===== src/hdl/sme_pkg.sv =====
// Package: constants, opcodes, status codes for the stack machine execute unit.
`default_nettype none
package sme_pkg;
   localparam int STACK_DEPTH = 1024;
   localparam int FRAME_DEPTH = 64;
   localparam int PROG_DEPTH  = 4096;
   localparam int WORD_WIDTH  = 32;
   localparam int SA_W = $clog2(STACK_DEPTH);
   localparam int SP_W = SA_W + 1;
   localparam int FA_W = $clog2(FRAME_DEPTH);
   localparam int FC_W = FA_W + 1;
   localparam int PC_W = 12;
   localparam int PL_W = 13;

   typedef logic [WORD_WIDTH-1:0] word_type;

   typedef enum logic [4:0] {
      OP_NOP = 5'd0, OP_ERR = 5'd1, OP_PUSHI = 5'd2, OP_PUSHG = 5'd3, OP_PUSHL = 5'd4,
      OP_PUSHN = 5'd5, OP_POPN = 5'd6, OP_STOREL = 5'd7, OP_STOREG = 5'd8,
      OP_DUPN = 5'd9, OP_JUMP = 5'd10, OP_JZ = 5'd11, OP_CALL = 5'd12, OP_RET = 5'd13,
      OP_ADD = 5'd14, OP_SUB = 5'd15, OP_MUL = 5'd16, OP_DIV = 5'd17, OP_INF = 5'd18,
      OP_INFEQ = 5'd19, OP_SUP = 5'd20, OP_SUPEQ = 5'd21, OP_WRITEI = 5'd22,
      OP_EQUAL = 5'd23, OP_NOT = 5'd24, OP_START = 5'd25, OP_STOP = 5'd26,
      OP_PUSHA = 5'd27, OP_SWAP = 5'd28
   } op_type;

   localparam logic [3:0] ST_OK = 4'd0, ST_STOP = 4'd1, ST_ERR = 4'd2, ST_OVF = 4'd3,
      ST_UNF = 4'd4, ST_NEG = 4'd5, ST_OUT = 4'd6, ST_LOC = 4'd7, ST_START2 = 4'd8,
      ST_RET = 4'd9, ST_CALLST = 4'd10, ST_DIV0 = 4'd11, ST_END = 4'd12,
      ST_FFULL = 4'd13, ST_CTGT = 4'd14;

   // ALU operations of the shared unit
   typedef enum logic [3:0] {
      ALU_ADD, ALU_SUB, ALU_MUL, ALU_LT, ALU_LE, ALU_GT, ALU_GE, ALU_EQ, ALU_NOT, ALU_PASS
   } alu_op_type;
endpackage
`default_nettype wire


===== src/hdl/sme_alu.sv =====
// Shared ALU with a registered result: add, sub, 32x32 multiply, compares, not.
`default_nettype none
module sme_alu import sme_pkg::*; (
   input  wire        clock,
   input  alu_op_type op,
   input  word_type   a,
   input  word_type   b,
   output word_type   result_ff
);
   word_type result_in;
   logic lt, eq;
   always_comb begin
      lt = $signed(a) < $signed(b);
      eq = a == b;
      case (op)
         ALU_ADD: result_in = a + b;
         ALU_SUB: result_in = a - b;
         ALU_MUL: result_in = a * b;
         ALU_LT:  result_in = word_type'(lt);
         ALU_LE:  result_in = word_type'(lt | eq);
         ALU_GT:  result_in = word_type'(!(lt | eq));
         ALU_GE:  result_in = word_type'(!lt);
         ALU_EQ:  result_in = word_type'(eq);
         ALU_NOT: result_in = word_type'(a == '0);
         default: result_in = a;
      endcase
   end
   always_ff @(posedge clock) result_ff <= result_in;
endmodule
`default_nettype wire


===== config.mk =====
export PLATFORM = sky130hd
export DESIGN_NAME = sme_alu
export DESIGN_NICKNAME = d
export VERILOG_FILES = /design/src/hdl/sme_pkg.sv /design/src/hdl/sme_alu.sv
export SDC_FILE = /design/constraint.sdc
export NUM_CORES = 1
export LEC_CHECK = 0
export BUFFER_PORTS_ARGS = -buffer_cell sky130_fd_sc_hd__buf_2
export CORE_MARGIN = 1.5
export CORE_UTILIZATION = 63
export CTS_CLUSTER_SIZE = 28
export DETAILED_ROUTE_END_ITERATION = 16
export PLACE_DENSITY_LB_ADDON = 0.05
export SYNTH_ARGS = -nofsm -noshare
export SYNTH_HDL_FRONTEND = slang
export SYNTH_SLANG_ARGS = --single-unit

===== constraint.sdc =====
create_clock -name clock -period 9.67 [get_ports clock]
set_input_delay 0.967 -clock clock [delete_from_list [all_inputs] [get_ports clock]]
set_output_delay 0.967 -clock clock [all_outputs]
set_load 0.005 [all_outputs]

==> results.cfg, run 1 <==
[yosys]
synth.distinct_cells = 76
avgSynthCellArea_um2 = 8.471
postSynth.asyncResetShare = 0
netlist_area_um2 = 20360
synth_warnings = 0
synthesis.nets = 3068
synth.most_common_cell = inv_1
yosys-top-cells-area = fa_1 (40%), ha_1 (11%), and2_1 (8.7%)
ys.flop_type = dfxtp_1
synth_top_area_share = 0.4032
seq_area_frac_synth = 0.03147
synth_top_cell_by_area = fa_1
synthesis.instances = 2403
synth-edff-count = 0
synth-seq-cells = 32
synth_common_cells = inv_1 (444), fa_1 (410), and2_1 (284)

[sta]
max_freq_mhz = 118.3
rsz0062_at_grt = false
slew_violations = 0
worst_pin_slew_ps = 1153
hold_viol = 0
finalSetupTns_ps = 0
setup_viol = 0
setup_ws_ps = 1215
relSlewSlack = 0.2313
layout_worst_path_cycle_share = 0.8743
finalCriticalPeriod_ps = 8455

[cells_and_area]
multiInputGateArea_um2 = 17550
finalNetCount = 3074
seqCellArea_um2 = 640.6
largest_register = result_ff
largest_reg_flops = 32
top_regs = result_ff x32
nFillCells = 2730
final_util = 0.6699
area_growth_pct = 4.376
final_layout_size_suffix_gt1_frac = 0.06434

[clock_network]
cts.sinks = 32
cts_made_buffers = 5
clockRootBuffer = clkbuf_16
ctsHoldBuffers = 0
htreeDepth = 2
postCtsSetupRepairBufs = 0
cts_resized = 0
path_clk_slew_ps = 60
cts_max_path_buffers = 2
tritoncts = built

[worst_hold_path]
worstHoldPathType = input port to register

[run_status]
status = finished clean

[global_route]
first_global_vias = 18740
grt_max_degree = 30
grtUsageTotal = 0.4376
overflow = 0
grt_antenna_before_repair = 4
grt_pass1_wl_mm = 108.7

[route]
vias_per_cell = 6.335
drc = 0
first_iter_violations = 1517
vias = 17840
post_drt_wl_per_cell_um = 24.83
firstDrtPassIters = 8
drt_wl_total_mm = 69.91
final_antenna_net_count = 0

[setup_path]
crit_required_ps = 9850
crit_path_top_delay_cell = fa_1
crit_path_frequent_cell = fa_1
end_kind = register
critPathArrivalTime_ps = 8630
crit_path_start_kind = input port
cp_cell_sequence = buf_2 -> ha_1 -> inv_1 -> fa_1 -> inv_1 -> fa_1 -> fa_1 -> inv_1 -> fa_1 -> inv_1 -> fa_1 -> fa_1 -> fa_1 -> fa_1 -> ha_1 -> a21o_1 -> a21o_1 -> or4_1 -> a21oi_2 -> a21oi_2 -> o311ai_2 -> mux2i_1 -> o2111a_1 -> a21oi_1
worstPathMaxFanout = 21
cpPeakStageDelay_ps = 580
crit_type = input port to register

[die]
initial_utilization = 0.6418
pin_count = 101
die_area_um2 = 33400
coreArea_um2 = 31720
dieWidth_um = 182.8
die_h_um = 182.8
rows = 65

[placed_design]
hpwlAfterDp_mm = 53.97
port_buffers = 100
place_congestion = 1.048
dp_slack_ps = 1051

[run]
drv_cap = 0
## cell families (layout without fill, tap and decap cells)
family / after synthesis / in the layout / synth area share
AND/OR/NAND/NOR: 760 / 760 / 0.1870
adder cells (fa/ha/maj): 596 / 596 / 0.5175
buffers and inverters: 575 / 581 / 0.1067
AO/OA/AOI/OAI: 343 / 343 / 0.1153
XOR/XNOR: 94 / 94 / 0.04045
flip-flops: 32 / 32 / 0.03147
multiplexers: 3 / 3 / 0.001537
other: 0 / 5 / 0
## worst paths after layout
check	from	end	slack [ps]	depth (start not counted)
worst max-delay path	a[9]	result_ff[30]$_DFF_P_	1220	24
worst min-delay path	a[31]	result_ff[31]$_DFF_P_	1020	3
## routing by layer
metal,share of wire,up-vias,track usage
li1,-,7517,-
met1,0.37,9000,0.5486
met2,0.46,1059,0.7047
met3,0.10,262,0.09432
met4,0.067,0,0.2499
met5,0,-,0
## layout make-up
class	count	area share
timing repair buffer	129	0.03380
clock buffer	7	0.007184
inverter	445	0.07862
sequential	32	0.03015
tap	402	0.02367
antenna	5	0.0005889
multi-input combinational	1796	0.8260
## per-stage QoR
step	instance area, um^2	instances	hold slack, ps
after global placement	21080	2804	1300
after CTS	21230	2811	1023
after detailed placement	21080	2804	1317
after floorplan	20360	2403	1086
after global routing	21240	2813	1066
final	21250	2816	1023
## critical path: cells and delay by family
kind / cells / cell delay, ps
buf+inv: 5 / 850
compound gates: 7 / 1520
simple gates: 1 / 570
fa+ha+maj: 10 / 4470
mux: 1 / 260
## layout by cell type (no fill, tap or decap), drive strengths merged, types with 20 or more instances in the layout
master  synthesis  routed
o21ai          67      67
inv           444     444
xor2           20      20
a21oi          88      88
dfxtp          32      32
xnor2          74      74
nand2         262     262
ha            186     186
nor2          109     109
buf            12     129
fa            410     410
and2          284     284
a21o           20      20
nor3           21      21
Power of run 1 is left out: the tool's default activity adds up to more than one toggle a clock period on the data nets, which glitch-free logic cannot reach.
==> run 2: changes to the inputs <==
--- a/config.mk
+++ b/config.mk
@@ -7,7 +7,7 @@
 export LEC_CHECK = 0
 export BUFFER_PORTS_ARGS = -buffer_cell sky130_fd_sc_hd__buf_2
 export CORE_MARGIN = 1.5
-export CORE_UTILIZATION = 63
+export CORE_UTILIZATION = 66
 export CTS_CLUSTER_SIZE = 28
 export DETAILED_ROUTE_END_ITERATION = 16
 export PLACE_DENSITY_LB_ADDON = 0.05
==> run 2 against run 1 <==
Global-route usage is 1.4 points higher. Critical path type unchanged. Sequential cell count did not move. Worst setup slack better by 30 ps. Largest cell class unchanged. Count of clock-buffer cells in the layout down 1. Cell count down 0.39%.
==> results.cfg, run 2 (same netlist as run 1, synthesis figures left out) <==
[clock_network]
cts.sinks = 32
htreeDepth = 2
clockRootBuffer = clkbuf_16
postCtsSetupRepairBufs = 0
path_clk_slew_ps = 60
cts_made_buffers = 5
ctsHoldBuffers = 0
tritoncts = built
cts_resized = 0
cts_max_path_buffers = 2

[sta]
worst_pin_slew_ps = 1106
slew_violations = 0
hold_viol = 0
rsz0062_at_grt = false
relSlewSlack = 0.2628
finalSetupTns_ps = 0
max_freq_mhz = 118.7
finalCriticalPeriod_ps = 8425
setup_ws_ps = 1245
setup_viol = 0
layout_worst_path_cycle_share = 0.8713

[die]
rows = 64
pin_count = 101
coreArea_um2 = 30510
initial_utilization = 0.6672
die_h_um = 178.6
die_area_um2 = 31910
dieWidth_um = 178.6

[route]
post_drt_wl_per_cell_um = 24.47
vias_per_cell = 6.303
drc = 0
final_antenna_net_count = 0
vias = 17680
first_iter_violations = 1685
firstDrtPassIters = 5
drt_wl_total_mm = 68.63

[run_status]
status = finished clean

[placed_design]
hpwlAfterDp_mm = 53.41
place_area_um2 = 21050
place_congestion = 1.038
port_buffers = 100
dp_slack_ps = 1096

[setup_path]
crit_required_ps = 9850
end_kind = register
crit_path_start_kind = input port
crit_path_top_delay_cell = buf_2
cp_cell_sequence = buf_2 -> ha_1 -> inv_1 -> fa_1 -> inv_1 -> fa_1 -> fa_1 -> inv_1 -> fa_1 -> inv_1 -> fa_1 -> ha_1 -> fa_1 -> fa_1 -> ha_1 -> and3_1 -> a221o_1 -> or4_1 -> a21oi_2 -> a21oi_2 -> o311ai_2 -> mux2i_1 -> o2111a_1 -> a21oi_1
cpPeakStageDelay_ps = 540
worst-path-buf-inv = 5
crit_path_frequent_cell = fa_1
worstPathMaxFanout = 24
crit_type = input port to register
crit_family = adder cells
critPathArrivalTime_ps = 8600

[global_route]
grt_pass1_wl_mm = 105.7
first_global_vias = 18460
grt_antenna_before_repair = 2
overflow = 0
grt_max_degree = 31
grtUsageTotal = 0.4511

[cells_and_area]
area_growth_pct = 4.248
layout_commonest_cell = inv_1
largest_reg_flops = 32
final_layout_size_suffix_gt1_frac = 0.06315
largest_register = result_ff
layout_common_cells = inv_1 (444), fa_1 (410), and2_1 (284)
final_area_um2 = 21220
finalNetCount = 3071
top_regs = result_ff x32

[worst_hold_path]
worstHoldPathType = input port to register

[run]
drv_cap = 0
## run 2: final timing paths
kind,slack [ps],start,cells after the start,end
setup / recovery,1240,b[8],24,result_ff[30]$_DFF_P_
hold / removal,1010,a[31],3,result_ff[31]$_DFF_P_
## run 2: tightest hold or removal path, cell delays in order
cell and delay [ps]:
buf_2 150, nand2_1 70, o2111ai_1 80
## run 2: per-stage QoR
stage | hold WS, ps | utilization | std cells
floorplan | 1086 | - | 2403
global placement | 1298 | 0.6900 | 2795
detailed placement | 1301 | 0.6900 | 2795
CTS | 1007 | 0.6954 | 2803
global route | 1033 | 0.6955 | 2805
finish | 1012 | 0.6955 | 2805
## run 2: area by class of cell
class	instances	area [um^2]
fillers	2532	9289
multi-input cells	1796	17550
clock buffers	6	128.9
well taps	396	495.5
repair buffers	126	695.7
diodes	2	5.005
flip-flops and latches	32	640.6
inverters	445	1670
clock inverters	2	35.03
## run 2: per-layer routing
metal / up-vias / track usage / part of all wire
li1: 7508 / - / -
met1: 8835 / 0.5683 / 0.36
met2: 1039 / 0.7143 / 0.46
met3: 299 / 0.08099 / 0.099
met4: 0 / 0.2951 / 0.080
met5: - / 0 / 0
Power of run 2 is left out for the same reason.
