## config.mk

```make
export PLATFORM = sky130hd
export DESIGN_NAME = sme_div
export DESIGN_NICKNAME = d
export VERILOG_FILES = /design/src/hdl/sme_pkg.sv /design/src/hdl/sme_div.sv
export SDC_FILE = /design/constraint.sdc
export NUM_CORES = 1
export LEC_CHECK = 0
export BUFFER_PORTS_ARGS = -buffer_cell sky130_fd_sc_hd__buf_2
export CAP_MARGIN = 20
export CORE_MARGIN = 2
export CORE_UTILIZATION = 59
export DETAILED_ROUTE_END_ITERATION = 12
export GPL_TIMING_DRIVEN = 0
export HOLD_SLACK_MARGIN = 0.06
export PLACE_DENSITY = 0.78
export SYNTH_ARGS = -nofsm -noshare
export SYNTH_HDL_FRONTEND = slang
export SYNTH_SLANG_ARGS = --single-unit
```

## constraint.sdc

```tcl
create_clock -name clock -period 3.93 [get_ports clock]
set_input_delay 0 -clock clock [delete_from_list [all_inputs] [get_ports clock]]
set_output_delay 0 -clock clock [all_outputs]
set_load 0.05 [all_outputs]
```

## src/hdl/sme_pkg.sv

```systemverilog
// Package: constants, opcodes, status codes for the stack machine execute unit.
`default_nettype none
package sme_pkg;
   localparam int STACK_DEPTH = 1024;
   localparam int FRAME_DEPTH = 64;
   localparam int PROG_DEPTH  = 4096;
   localparam int WORD_WIDTH  = 32;
   localparam int SA_W = $clog2(STACK_DEPTH);
   localparam int SP_W = SA_W + 1;
   localparam int FA_W = $clog2(FRAME_DEPTH);
   localparam int FC_W = FA_W + 1;
   localparam int PC_W = 12;
   localparam int PL_W = 13;

   typedef logic [WORD_WIDTH-1:0] word_type;

   typedef enum logic [4:0] {
      OP_NOP = 5'd0, OP_ERR = 5'd1, OP_PUSHI = 5'd2, OP_PUSHG = 5'd3, OP_PUSHL = 5'd4,
      OP_PUSHN = 5'd5, OP_POPN = 5'd6, OP_STOREL = 5'd7, OP_STOREG = 5'd8,
      OP_DUPN = 5'd9, OP_JUMP = 5'd10, OP_JZ = 5'd11, OP_CALL = 5'd12, OP_RET = 5'd13,
      OP_ADD = 5'd14, OP_SUB = 5'd15, OP_MUL = 5'd16, OP_DIV = 5'd17, OP_INF = 5'd18,
      OP_INFEQ = 5'd19, OP_SUP = 5'd20, OP_SUPEQ = 5'd21, OP_WRITEI = 5'd22,
      OP_EQUAL = 5'd23, OP_NOT = 5'd24, OP_START = 5'd25, OP_STOP = 5'd26,
      OP_PUSHA = 5'd27, OP_SWAP = 5'd28
   } op_type;

   localparam logic [3:0] ST_OK = 4'd0, ST_STOP = 4'd1, ST_ERR = 4'd2, ST_OVF = 4'd3,
      ST_UNF = 4'd4, ST_NEG = 4'd5, ST_OUT = 4'd6, ST_LOC = 4'd7, ST_START2 = 4'd8,
      ST_RET = 4'd9, ST_CALLST = 4'd10, ST_DIV0 = 4'd11, ST_END = 4'd12,
      ST_FFULL = 4'd13, ST_CTGT = 4'd14;

   // ALU operations of the shared unit
   typedef enum logic [3:0] {
      ALU_ADD, ALU_SUB, ALU_MUL, ALU_LT, ALU_LE, ALU_GT, ALU_GE, ALU_EQ, ALU_NOT, ALU_PASS
   } alu_op_type;
endpackage
`default_nettype wire

```

## src/hdl/sme_div.sv

```systemverilog
// Radix-2 restoring divider, signed truncating, one quotient bit a cycle.
`default_nettype none
module sme_div import sme_pkg::*; (
   input  wire      clock,
   input  wire      reset,
   input  wire      start,
   input  word_type dividend,
   input  word_type divisor,
   output logic     done,
   output word_type quotient
);
   localparam int CW = $clog2(WORD_WIDTH + 1);
   word_type rem_ff, rem_in, quo_ff, quo_in, den_ff, den_in;
   logic neg_ff, neg_in, busy_ff, busy_in, done_ff, done_in;
   logic [CW-1:0] cnt_ff, cnt_in;
   logic [WORD_WIDTH:0] trial;
   always_comb begin
      rem_in = rem_ff; quo_in = quo_ff; den_in = den_ff; neg_in = neg_ff;
      busy_in = busy_ff; cnt_in = cnt_ff; done_in = 1'b0;
      trial = {rem_ff, quo_ff[WORD_WIDTH-1]} - {1'b0, den_ff};
      if (start) begin
         rem_in = '0;
         quo_in = dividend[WORD_WIDTH-1] ? -dividend : dividend;
         den_in = divisor[WORD_WIDTH-1] ? -divisor : divisor;
         neg_in = dividend[WORD_WIDTH-1] ^ divisor[WORD_WIDTH-1];
         busy_in = 1'b1;
         cnt_in = CW'(WORD_WIDTH);
      end else if (busy_ff) begin
         if (!trial[WORD_WIDTH]) begin
            rem_in = trial[WORD_WIDTH-1:0];
            quo_in = {quo_ff[WORD_WIDTH-2:0], 1'b1};
         end else begin
            rem_in = {rem_ff[WORD_WIDTH-2:0], quo_ff[WORD_WIDTH-1]};
            quo_in = {quo_ff[WORD_WIDTH-2:0], 1'b0};
         end
         cnt_in = cnt_ff - 1'b1;
         if (cnt_ff == CW'(1)) begin
            busy_in = 1'b0;
            done_in = 1'b1;
         end
      end
   end
   always_ff @(posedge clock) begin
      if (reset) begin
         busy_ff <= 1'b0;
         done_ff <= 1'b0;
      end else begin
         busy_ff <= busy_in;
         done_ff <= done_in;
      end
      rem_ff <= rem_in; quo_ff <= quo_in; den_ff <= den_in; neg_ff <= neg_in;
      cnt_ff <= cnt_in;
   end
   assign done = done_ff;
   assign quotient = neg_ff ? -quo_ff : quo_ff;
endmodule
`default_nettype wire

```

==> results list <==
- In this run, CTS created clock tree buffers numbering 9.
- Final Cycle Share: 0.970
- At the end of routability-driven placement, the weighted congestion stood at a little over 0.9.
- Yosys cell types: 58
- Element type at the critical path end: primary output
- In the synthesized netlist the async set-or-reset flop fraction comes to 0.
* GR Util All Layers: 0.290
- Derived from the worst setup path, the maximum achievable clock frequency is about 260 MHz.
* Amount of wire on met2 after detailed routing: about 9900 um
- Post-route ant nets: 0
- In this run, synthesis produced a sequential element count of 105.
- # DRC: 0
- Net count after synthesis: ~1.0k
* Post-layout instance area: a little over 9000 um^2
- In this run the power density over the cells is roughly 380 nW/um^2.
- The cell sitting at the root of the clock tree is a sky130_fd_sc_hd__clkbuf_16.
* Wire length of the first global-routing pass: 33000 um
- Registers take roughly 2800 um^2.
- The initial antenna violation count is 0.
- Between clock sinks in the finished design, the worst skew comes to 7.53 ps.
- Met1 routed wirelength after detailed routing: ~8900 um
- Maximum vdd drop: around 0.31 mV
- TritonCTS built the clock tree.
* Clk pwr share: 0.254
- Sink count of the clock tree: 105
* Antenna diode count: 0
- Compared with the post-synthesis result, the final layout area differs by 19.2%.
- A synthesized cell averages between 8 and 9 um^2.
- Number of synthesized flops with an enable pin: 65
- The first detailed-routing pass ran for 6 iterations.
- Run status: finished, final reports clean
- For this block, the routed nets add up to ~21000 um of wire.
- Total half-perimeter wirelength after legalization and detailed placement: roughly 15000 um
- In the final design database the tool counted approximately 1.2k nets.
- After detailed routing, the met3 layer carries about 1400 um of wire.
* Int Power: 2.21 mW
- Signal routing reaches up to met4.
* Comb power frac: 0.351
- Relative slew margins: 0.415
* Combined area of the multi-input logic cells: about 4700 um^2
- Largest net degree at the start of global routing: 40
* Total Die Area: between 10000 and 15000 um^2
* Width of the chip: 119 um
- Post-detailed-route wirelength per cell: 16.7 um
- Type of the worst setup path: flop to primary output
* Number of global-route vias before repair: 6890
* I/O pin cnt: 100
* Hold Slack: around 72 ps
* Starting utilization of the core area: 0.611
- Row generation in the floorplan step produced 41 rows.
- Final Hold Violating Endpoints: 0
- In the routed layout, each cell is associated on average with a via count of 5.98.
* Ratio of cells with drive above 1 in the final layout: 0.141
- Startpoint of the most critical register-to-register path: quo_ff[31]$_DFFE_PP_
* Violation count after the first detailed-route iteration: 653
- Worst hold path class: primary input to flop
- For the worst setup path, the data required time is 3930 ps.
- STA classifies the critical path startpoint as a flop.
* DP Area: 8510 um^2
* Number of fillers in the final layout: a little over 1k
- Sequential power share: 0.395
- Synthesis handed over a netlist of ~910 instances.
* Height of the die: 119 um
* Post-layout minimum cycle time: 3810 ps
- For this run, the leading register cell type out of synthesis is sky130_fd_sc_hd__edfxtp_1.
- CP Max Fanout: 4
- Of the total power, the share spent switching nets is 0.373.
- Setup repair after global routing could not meet its margin everywhere.
- Launching instance or port of the critical path: quo_ff[8]$_DFFE_PP_
* Switching power: approximately 1.3 mW
- The total overflow left after global routing is 0.
* Cell Count Post-Placement: 1177
- Final slew viol count: 0
- For this design the static power due to leakage is roughly 3.6 nW.
* Via Count: approximately 7.4k
- Critical path arrival: approximately 3800 ps
- Netlist area before placement: between 7000 and 8000 um^2
- Synth warn: 0
* # H-tree levels: 3
- In this run the deepest clock path goes through 2 buffers.
- The floorplan step defined a core boundary enclosing between 10000 and 15000 um^2.
* Non-filler instance count after layout: 1233
- Worst Hold Launch: dividend[12]
- Input and output buffers added on the ports amount to about 100.
- At the later pin of the worst-skew pair, clock insertion delay measures approximately 360 ps.
* Fraction of the yosys area taken by sequential cells: 0.354
* Total setup violations reported at the end of the flow: 0
- Max Cap Violations: 0
- Clock transition time at the flip-flop clock pins of the worst setup and hold paths: approximately 70 ps
- Slew of the pin with the lowest slew margin: ~880 ps
## worst max-delay path, cell delays in order (launching register included)
cell and delay (ps):
sky130_fd_sc_hd__edfxtp_1 440, sky130_fd_sc_hd__or3_1 410, sky130_fd_sc_hd__or3_1 340, sky130_fd_sc_hd__or3_1 420
sky130_fd_sc_hd__or4_1 480, sky130_fd_sc_hd__inv_1 80, sky130_fd_sc_hd__nand2_1 70, sky130_fd_sc_hd__or4_1 490
sky130_fd_sc_hd__o31ai_1 290, sky130_fd_sc_hd__xnor2_1 150, sky130_fd_sc_hd__buf_2 270
## final timing paths
check	cells past startpoint	end	slack (ps)
setup / recovery	10	quotient[31]	120
setup reg to reg	12	rem_ff[2]$_SDFFE_PP0P_	220
hold / removal	3	quo_ff[12]$_DFFE_PP_	70
hold reg to reg	2	cnt_ff[0]$_SDFFE_PP0P_	500
## synth_stat cells, types with 3 or more instances
| master | count | area [um^2] |
|---|---|---|
| sky130_fd_sc_hd__a211oi_1 | 9 | 67.6 |
| sky130_fd_sc_hd__a21boi_0 | 3 | 22.5 |
| sky130_fd_sc_hd__a21o_1 | 9 | 67.6 |
| sky130_fd_sc_hd__a21oi_1 | 74 | 370 |
| sky130_fd_sc_hd__a311oi_1 | 22 | 193 |
| sky130_fd_sc_hd__a31oi_1 | 3 | 18.8 |
| sky130_fd_sc_hd__and2_1 | 3 | 18.8 |
| sky130_fd_sc_hd__and3_1 | 4 | 25.0 |
| sky130_fd_sc_hd__clkbuf_1 | 39 | 146 |
| sky130_fd_sc_hd__dfxtp_1 | 40 | 801 |
| sky130_fd_sc_hd__edfxtp_1 | 65 | 1950 |
| sky130_fd_sc_hd__ha_1 | 37 | 463 |
| sky130_fd_sc_hd__inv_1 | 52 | 195 |
| sky130_fd_sc_hd__mux2_2 | 3 | 33.8 |
| sky130_fd_sc_hd__mux2i_1 | 7 | 70.1 |
| sky130_fd_sc_hd__nand2_1 | 91 | 342 |
| sky130_fd_sc_hd__nand2b_1 | 19 | 119 |
| sky130_fd_sc_hd__nand3_1 | 15 | 75.1 |
| sky130_fd_sc_hd__nand4_1 | 11 | 68.8 |
| sky130_fd_sc_hd__nor2_1 | 84 | 315 |
| sky130_fd_sc_hd__nor2b_1 | 4 | 25.0 |
| sky130_fd_sc_hd__nor3_1 | 13 | 65.1 |
| sky130_fd_sc_hd__nor4_1 | 3 | 18.8 |
| sky130_fd_sc_hd__o211a_1 | 3 | 30.0 |
| sky130_fd_sc_hd__o211ai_1 | 6 | 45.0 |
| sky130_fd_sc_hd__o21a_1 | 5 | 37.5 |
| sky130_fd_sc_hd__o21ai_0 | 50 | 250 |
| sky130_fd_sc_hd__o21bai_1 | 6 | 45.0 |
| sky130_fd_sc_hd__o31ai_1 | 26 | 195 |
| sky130_fd_sc_hd__o41ai_1 | 12 | 105 |
| sky130_fd_sc_hd__or2_2 | 5 | 31.3 |
| sky130_fd_sc_hd__or3_1 | 16 | 100 |
| sky130_fd_sc_hd__or3_4 | 4 | 45.0 |
| sky130_fd_sc_hd__or4_1 | 17 | 128 |
| sky130_fd_sc_hd__or4_4 | 3 | 33.8 |
| sky130_fd_sc_hd__xnor2_1 | 79 | 692 |
| sky130_fd_sc_hd__xor2_1 | 39 | 342 |
## area by class of cell
type,count,share of cell area
Buffer,43,0.0185
Sequential cell,105,0.297
Inverter,52,0.0211
Clock buffer,11,0.0274
Timing Repair Buffer,140,0.0997
Tap cell,172,0.0232
Clock inverter,5,0.00378
Multi-Input combinational cell,705,0.509
## sequential cells by signal, indices dropped and copies added (netlist names)
register	cells
den_ff	32
cnt_ff	6
quo_ff	32
rem_ff	32
neg_ff	1
busy_ff	1
done	1
## per-layer routing
layer,track usage,up-vias
li1,-,3575
met1,0.380,3459
met2,0.485,304
met3,0.0545,33
met4,0.0893,0
met5,0,-
## metrics by stage
step / TNS, ps / power, mW / utilization / setup WS [ps]
CTS: 0 / 3.50 / 0.726 / 46.9
floorplan: 0 / 2.28 / - / 508
finish: 0 / 3.52 / 0.728 / 118
global placement: -14570 / 2.56 / 0.667 / -652
detailed placement: -16040 / 2.59 / 0.669 / -712
global route: -47.2 / 3.68 / 0.728 / -29.2
## placed cells by master, fill, tap and decap left out, types with 6 or more instances in the layout
master / count
sky130_fd_sc_hd__a211oi_1: 9
sky130_fd_sc_hd__a21o_1: 9
sky130_fd_sc_hd__a21oi_1: 73
sky130_fd_sc_hd__a311oi_1: 22
sky130_fd_sc_hd__buf_2: 97
sky130_fd_sc_hd__clkbuf_1: 36
sky130_fd_sc_hd__clkbuf_16: 10
sky130_fd_sc_hd__dfxtp_1: 40
sky130_fd_sc_hd__dlygate4sd3_1: 37
sky130_fd_sc_hd__edfxtp_1: 65
sky130_fd_sc_hd__ha_1: 37
sky130_fd_sc_hd__inv_1: 52
sky130_fd_sc_hd__mux2i_1: 7
sky130_fd_sc_hd__nand2_1: 91
sky130_fd_sc_hd__nand2b_1: 19
sky130_fd_sc_hd__nand3_1: 15
sky130_fd_sc_hd__nand4_1: 11
sky130_fd_sc_hd__nor2_1: 84
sky130_fd_sc_hd__nor3_1: 13
sky130_fd_sc_hd__o211ai_1: 6
sky130_fd_sc_hd__o21ai_0: 48
sky130_fd_sc_hd__o21bai_1: 6
sky130_fd_sc_hd__o31ai_1: 25
sky130_fd_sc_hd__o41ai_1: 11
sky130_fd_sc_hd__or3_1: 16
sky130_fd_sc_hd__or4_1: 17
sky130_fd_sc_hd__xnor2_1: 78
sky130_fd_sc_hd__xor2_1: 38
## kinds of logic (layout without fill, tap and decap cells)
group                      Yosys count  in the layout  synth area share
buffers and inverters               95            251            0.0465
xor gates and xnor gates           118            118             0.133
AOI/OAI and AO/OA                  238            238             0.199
DFF                                105            105             0.354
and+or+nand+nor                    301            301             0.192
muxes                               10             10            0.0134
adders and majority gates           38             38            0.0621
## power by group through the flow
| stage | combinational, mW | sequential, mW | clock, mW |
|---|---|---|---|
| floorplan | 0.896 | 1.38 | 0 |
| global placement | 1.15 | 1.41 | 0 |
| detailed placement | 1.18 | 1.41 | 0 |
| CTS | 1.22 | 1.39 | 0.899 |
| global route | 1.34 | 1.41 | 0.938 |
| finish | 1.23 | 1.39 | 0.895 |
## what timing repair did
action	CTS	global route
gates resized for setup	10	7
buffers inserted	3	0
endpoints found under the setup margin	33	30
hold endpoints to repair	39	0
hold buffers	37	0
Note: power is estimated with default switching activity, not from simulation.
